$ cat config.mk
export PLATFORM = sky130hd
export DESIGN_NAME = watchdog_timer_registers
export DESIGN_NICKNAME = d
export VERILOG_FILES = /design/src/rtl/core/wdt_pkg.sv /design/src/rtl/core/wdt_state.sv /design/src/rtl/core/watchdog_timer_registers.sv
export SDC_FILE = /design/constraint.sdc
export NUM_CORES = 1
export LEC_CHECK = 0
export ABC_CLOCK_PERIOD_IN_PS = 4990
export BUFFER_PORTS_ARGS = -buffer_cell sky130_fd_sc_hd__clkbuf_2
export CORE_MARGIN = 8
export CORE_UTILIZATION = 50
export DETAILED_ROUTE_END_ITERATION = 16
export GPL_TIMING_DRIVEN = 0
export PLACE_DENSITY_LB_ADDON = 0.08
export REMOVE_ABC_BUFFERS = 1
export SYNTH_ARGS = -nofsm -noshare
export SYNTH_HDL_FRONTEND = slang
export SYNTH_SLANG_ARGS = --single-unit
$ cat constraint.sdc
create_clock -name clk -period 4.99 [get_ports clk]
set_input_delay 0.499 -clock clk [delete_from_list [all_inputs] [get_ports clk]]
set_output_delay 0.499 -clock clk [all_outputs]
set_load 0.02 [all_outputs]
$ cat src/rtl/core/wdt_pkg.sv
// wdt_pkg: shared types and constants of the watchdog register block
// no dependencies; imported by wdt_state, watchdog_timer_registers and tb_top

package wdt_pkg;

	// width of the live count and reload registers
	localparam int unsigned COUNT_BITS = 32;

	localparam int unsigned DATA_BITS  = 32;
	localparam int unsigned CTL_BITS   = 4;
	localparam int unsigned WIDTH_BITS = 8;
	localparam int unsigned PULSE_BITS = WIDTH_BITS + 1;

	// item operation codes
	typedef enum logic [1:0] {
		OP_TICK  = 2'd0,
		OP_WRITE = 2'd1,
		OP_READ  = 2'd2
	} wdt_op_t;

	// register word indexes
	localparam logic [2:0] REG_STATUS  = 3'd0;
	localparam logic [2:0] REG_RELOAD  = 3'd1;
	localparam logic [2:0] REG_RESTART = 3'd2;
	localparam logic [2:0] REG_CONTROL = 3'd3;
	localparam logic [2:0] REG_TIMEOUT = 3'd4;
	localparam logic [2:0] REG_CLEAR   = 3'd5;
	localparam logic [2:0] REG_WIDTH   = 3'd6;

	// restart key
	localparam logic [DATA_BITS-1:0] MAGIC_RESTART = 32'h0000_4755;

	// control bit positions
	localparam int unsigned CTL_EN  = 0;
	localparam int unsigned CTL_RST = 1;
	localparam int unsigned CTL_INT = 2;
	localparam int unsigned CTL_EXT = 3;

	// one input item
	typedef struct packed {
		logic [1:0]           opcode;
		logic [2:0]           reg_index;
		logic [DATA_BITS-1:0] write_data;
	} wdt_item_t;

	// one result item
	typedef struct packed {
		logic [DATA_BITS-1:0] read_data;
		logic                 irq_out;
		logic                 reset_out;
		logic                 ext_out;
	} wdt_result_t;

endpackage

$ cat src/rtl/core/wdt_state.sv
// wdt_state: watchdog register file, down-counter and output pulse timer
// depends on wdt_pkg; applies one item per cycle when step is high

module wdt_state import wdt_pkg::*; (
	input  logic        clk,
	input  logic        arst_n,
	input  logic        step,
	input  wdt_item_t   item,
	output wdt_result_t result
);

	logic [COUNT_BITS-1:0] count_q, count_d;
	logic [COUNT_BITS-1:0] reload_q, reload_d;
	logic [CTL_BITS-1:0]   ctl_q, ctl_d;
	logic                  flag_q, flag_d;
	logic [WIDTH_BITS-1:0] width_q, width_d;
	logic [PULSE_BITS-1:0] pulse_q, pulse_d;
	logic [DATA_BITS-1:0]  rd;

	// next state for the current item
	always_comb begin
		count_d  = count_q;
		reload_d = reload_q;
		ctl_d    = ctl_q;
		flag_d   = flag_q;
		width_d  = width_q;
		pulse_d  = pulse_q;
		rd       = '0;
		case (item.opcode)
			OP_TICK: begin
				// running pulse counts down on every tick
				if (pulse_q != '0) begin
					pulse_d = pulse_q - PULSE_BITS'(1);
				end
				if (ctl_q[CTL_EN]) begin
					if (count_q == '0) begin
						// underflow: flag, reload, retrigger pulse when reset or external output is on
						flag_d  = 1'b1;
						count_d = reload_q;
						if (ctl_q[CTL_RST] || ctl_q[CTL_EXT]) begin
							pulse_d = {1'b0, width_q} + PULSE_BITS'(1);
						end
					end else begin
						count_d = count_q - COUNT_BITS'(1);
					end
				end
			end
			OP_WRITE: begin
				unique case (item.reg_index)
					REG_RELOAD:  reload_d = item.write_data[COUNT_BITS-1:0];
					REG_RESTART: begin
						if (item.write_data == MAGIC_RESTART) begin
							count_d = reload_q;
						end
					end
					REG_CONTROL: ctl_d = item.write_data[CTL_BITS-1:0];
					REG_CLEAR: begin
						if (item.write_data[0]) begin
							flag_d = 1'b0;
						end
					end
					REG_WIDTH:   width_d = item.write_data[WIDTH_BITS-1:0];
					default: ;
				endcase
			end
			OP_READ: begin
				unique case (item.reg_index)
					REG_STATUS:  rd = DATA_BITS'(count_q);
					REG_RELOAD:  rd = DATA_BITS'(reload_q);
					REG_CONTROL: rd = DATA_BITS'(ctl_q);
					REG_TIMEOUT: rd = DATA_BITS'(flag_q);
					REG_WIDTH:   rd = DATA_BITS'(width_q);
					default:     rd = '0;
				endcase
			end
			default: ;
		endcase
	end

	// outputs follow the state after this item
	always_comb begin
		result.read_data = rd;
		result.irq_out   = flag_d && ctl_d[CTL_INT];
		result.reset_out = (pulse_d != '0) && ctl_d[CTL_RST];
		result.ext_out   = (pulse_d != '0) && ctl_d[CTL_EXT];
	end

	// state registers
	always_ff @(posedge clk or negedge arst_n) begin
		if (!arst_n) begin
			count_q  <= '1;
			reload_q <= '1;
			ctl_q    <= '0;
			flag_q   <= 1'b0;
			width_q  <= '0;
			pulse_q  <= '0;
		end else if (step) begin
			count_q  <= count_d;
			reload_q <= reload_d;
			ctl_q    <= ctl_d;
			flag_q   <= flag_d;
			width_q  <= width_d;
			pulse_q  <= pulse_d;
		end
	end

endmodule

$ cat src/rtl/core/watchdog_timer_registers.sv
// watchdog_timer_registers: top level of the watchdog register block
// depends on wdt_pkg and wdt_state
//
// Each transfer in is a timer tick, a register write or a register read, and
// gives exactly one transfer out carrying read data and the irq, reset and
// external output levels after that item. Items pass an input register, then
// the combinational update in wdt_state into the result register. One item
// per cycle is sustained while out_stall is low, since the counter and pulse
// state are computed combinationally. in_stall rises only when the input
// register and the result register are both full and out_stall is high.

module watchdog_timer_registers import wdt_pkg::*; (
	input  logic                  clk,
	input  logic                  arst_n,
	input  logic                  in_valid,
	output logic                  in_stall,
	input  logic [1:0]            opcode,
	input  logic [2:0]            reg_index,
	input  logic [DATA_BITS-1:0]  write_data,
	output logic                  out_valid,
	input  logic                  out_stall,
	output logic [DATA_BITS-1:0]  read_data,
	output logic                  irq_out,
	output logic                  reset_out,
	output logic                  ext_out
);

	logic        valid_s1;
	wdt_item_t   item_s1;
	logic        out_valid_q;
	wdt_result_t result_q;
	wdt_result_t result;
	logic        advance;
	logic        in_take;

	// stage 1 moves on when the result register is free or drained
	assign advance  = valid_s1 && (!out_valid_q || !out_stall);
	assign in_stall = valid_s1 && !advance;
	assign in_take  = in_valid && !in_stall;

	// input register
	always_ff @(posedge clk or negedge arst_n) begin
		if (!arst_n) begin
			valid_s1 <= 1'b0;
		end else if (in_take) begin
			valid_s1 <= 1'b1;
		end else if (advance) begin
			valid_s1 <= 1'b0;
		end
	end

	always_ff @(posedge clk) begin
		if (in_take) begin
			item_s1 <= '{opcode: opcode, reg_index: reg_index, write_data: write_data};
		end
	end

	// register file and timers
	wdt_state u_state (
		.clk    (clk),
		.arst_n (arst_n),
		.step   (advance),
		.item   (item_s1),
		.result (result)
	);

	// result register
	always_ff @(posedge clk or negedge arst_n) begin
		if (!arst_n) begin
			out_valid_q <= 1'b0;
		end else if (advance) begin
			out_valid_q <= 1'b1;
		end else if (!out_stall) begin
			out_valid_q <= 1'b0;
		end
	end

	always_ff @(posedge clk) begin
		if (advance) begin
			result_q <= result;
		end
	end

	assign out_valid = out_valid_q;
	assign read_data = result_q.read_data;
	assign irq_out   = result_q.irq_out;
	assign reset_out = result_q.reset_out;
	assign ext_out   = result_q.ext_out;

endmodule

==> impl_metrics.py <==
metrics = {
    "synthesis": {
        "synth_ff_type": "edfxtp_1",
        "synth_area_leaders": "edfxtp_1 (28%), dfstp_2 (22%), dfrtp_1 (7.7%), mux2_2 (7.1%), a22oi_1 (4.1%)",
        "ys_async_sr_fraction": 0.550,
        "yosys_warnings": 0,
        "ys_top_cells_by_count": "nor2_1 (73), edfxtp_1 (72), dfstp_2 (64), o21ai_0 (58), mux2_2 (49)",
        "syn_area_per_cell_um2": 11.5,
        "synth_edf_count": 72,
        "synthDistinctLibCells": 69,
        "synth.most_common_cell": "nor2_1",
        "yosys.area.top_type": "edfxtp_1",
        "synth_area_um2": 7780,
        "ys_seq_area_frac": 0.571,
        "synth_seq_cells": 160,
        "yosysTopAreaCellShare": 0.278,
        "netlist_instances": 679,
    },
    "setup_path": {
        "critPathTopFamily": "simple AND/OR/NAND/NOR gates",
        "cp_slowest_stage_delay_ps": 1090,
        "crit_type": "register to register",
        "crit_path_start_kind": "register",
        "worst-path-buf-inv": 0,
        "worst-path-max-fanout": 32,
        "cp_cell_sequence": "nor2_1 > and2_1 > nand3_2 > mux2_2",
        "slowest_stage": "and2_1",
        "cp-end-kind": "register",
        "arrival_ps": 4030,
        "cp.required_ps": 5340,
    },
    "timing": {
        "skew_ps": 10.5,
        "hold_viol": 0,
        "fin_crit_ps": 3680,
        "worst_slack_ps": 1310,
        "setup_viol": 0,
        "slew_headroom": 0.109,
        "fmax_mhz": 272,
        "rsz0062_at_grt": "no",
        "finalCritPeriodShare": 0.738,
        "worst_pin_slew_ps": 1340,
        "fin_tns_setup_ps": 0,
        "drv_slew": 0,
    },
    "drt": {
        "wl_per_cell_um": 20.4,
        "drt_iter0_markers": 618,
        "viasPerCell": 6.21,
        "dr.pass1.iters": 5,
        "wl_mm": 19.3,
        "ant_nets": 0,
        "num_vias": 5865,
        "drc": 0,
    },
    "place": {
        "finalWeightedCongestion": 0.862,
        "post_dp_cell_area_um2": 8330,
        "io_buffers": 77,
        "post-place-ws_ps": 1320,
        "hpwl_mm": 13.0,
    },
    "floorplan": {
        "rows": 45,
        "die_h_um": 141,
        "die_x_um": 141,
        "die-area_um2": 19800,
        "ioPinCount": 78,
        "initial_core_util": 0.512,
        "core_um2": 15200,
    },
    "pwr": {
        "pwr-share-clk": 0.303,
        "p_leak_nw": 3.33,
        "p_sw_frac": 0.336,
        "internal-power_w": 0.00280,
        "powerDensity_nw_per_um2": 474,
        "max-vdd-ir-drop_mv": 0.297,
        "power_frac_seq": 0.461,
        "combPwrFrac": 0.237,
        "power.switching_w": 0.00142,
    },
    "cts": {
        "cts_max_level": 4,
        "cts.root.buffer_cell": "clkbuf_16",
        "clock_path_buffers": 2,
        "clk_pin_slew_ps": 70,
        "holdBufCountCts": 0,
        "clock_sinks": 160,
        "post_cts_buffers": 0,
        "clk_latency_ps": 430,
        "cts_resized": 0,
        "cts_tree": "done",
        "numCtsBuffers": 17,
    },
    "grt": {
        "grtUsageTotal": 0.199,
        "gr-total-overflow": 0,
        "grt_pass1_vias": 5735,
        "grt_max_degree": 49,
        "grt_pass1_wl_mm": 31.0,
        "antenna_found_initial": 0,
    },
    "status": {
        "status": "finished clean",
    },
    "job": {
        "cap_violations": 0,
    },
    "cells_and_area": {
        "fin_nets": 789,
        "antenna_cells": 0,
        "stdcell_area_um2": 8910,
        "drive_gt1_frac": 0.334,
        "synthToLayoutAreaGrowth_pct": 14.5,
    },
    "min_path": {
        "worstHoldPathType": "primary input to register",
    },
}
kinds of logic after synthesis:
logic type	after synthesis	share of synthesized area
and+or+nand+nor	227	0.162
AOI/OAI and AO/OA	180	0.145
DFF	160	0.571
muxes	56	0.0805
buffers and inverters	46	0.0283
xor gates and xnor gates	6	0.00675
adders and majority gates	4	0.00643
power by group through the flow:
stage	clock network [W]	logic [W]	registers (W)
after floorplan	0	0.000714	0.00190
after global placement	0	0.000965	0.00196
after detailed placement	0	0.000993	0.00196
after CTS	0.00131	0.00100	0.00194
after global routing	0.00136	0.00111	0.00198
final	0.00128	0.000999	0.00195
metrics by stage:
stage               hold WS, ps  utilization  std cells  total power [W]
finish                      240        0.586        945          0.00423
global route                220        0.586        945          0.00445
CTS                         221        0.586        945          0.00425
detailed placement          481        0.548        913          0.00296
global placement            466        0.541        909          0.00292
floorplan                   203            -        644          0.00262
path summary, 6_finish.rpt:
path                       slack [ps]  depth (start not counted)           start              endpoint
max                              1310                          4     item_s1[34]  u_state.reload_q[22]
min                               240                          1  write_data[16]           item_s1[16]
max reg2reg                      1310                          4     item_s1[34]  u_state.reload_q[22]
min reg2reg                       500                          1        valid_s1             out_valid
max in group asynchronous        4170                          2          arst_n   u_state.reload_q[6]
min in group asynchronous         460                          1          arst_n  u_state.reload_q[10]
layout make-up:
| class | instances | area [um2] |
|---|---|---|
| fillers | 1295 | 6290 |
| flip-flops and latches | 160 | 4440 |
| multi-input cells | 473 | 3150 |
| repair buffers | 81 | 465 |
| clock buffers | 19 | 453 |
| well taps | 188 | 235 |
| clock inverters | 13 | 128 |
| inverters | 11 | 42.5 |
state kept, by name, summed over array words and instances (netlist names):
signal and flops:
valid_s1 1, u_state.flag_q 1, item_s1 37, irq_out 1
ext_out 1, u_state.pulse_q 9, out_valid 1, u_state.count_q 32
u_state.reload_q 32, reset_out 1, u_state.ctl_q 4, u_state.width_q 8
read_data 32
routing by layer:
layer / up-vias / global-route usage / wire length, um
li1: 2698 / - / -
met1: 2936 / 0.284 / 9260
met2: 203 / 0.298 / 8770
met3: 28 / 0.0432 / 1040
met4: 0 / 0.0594 / 255
met5: - / 0 / 0
layout by cell type (no fill, tap or decap), types with 4 or more instances in the layout:
master       n
nor3_1      19
mux2_2      49
edfxtp_1    72
clkinvlp_4   4
o2bb2ai_1    7
nor2_1      72
a22oi_1     42
nor4_1      14
mux2i_1      6
clkbuf_16   17
ha_1         4
o21ai_0     57
nor4b_1      4
a221oi_1     6
nand4_1      8
nand3_1     14
nor4_4       5
and3_1       4
a21oi_1     40
dfstp_2     64
inv_1       10
or3_1        5
clkbuf_2    76
nand2_1     40
dfrtp_1     24
nand2b_1     6
nor3_2       4
(Power assumes the default switching activity.)
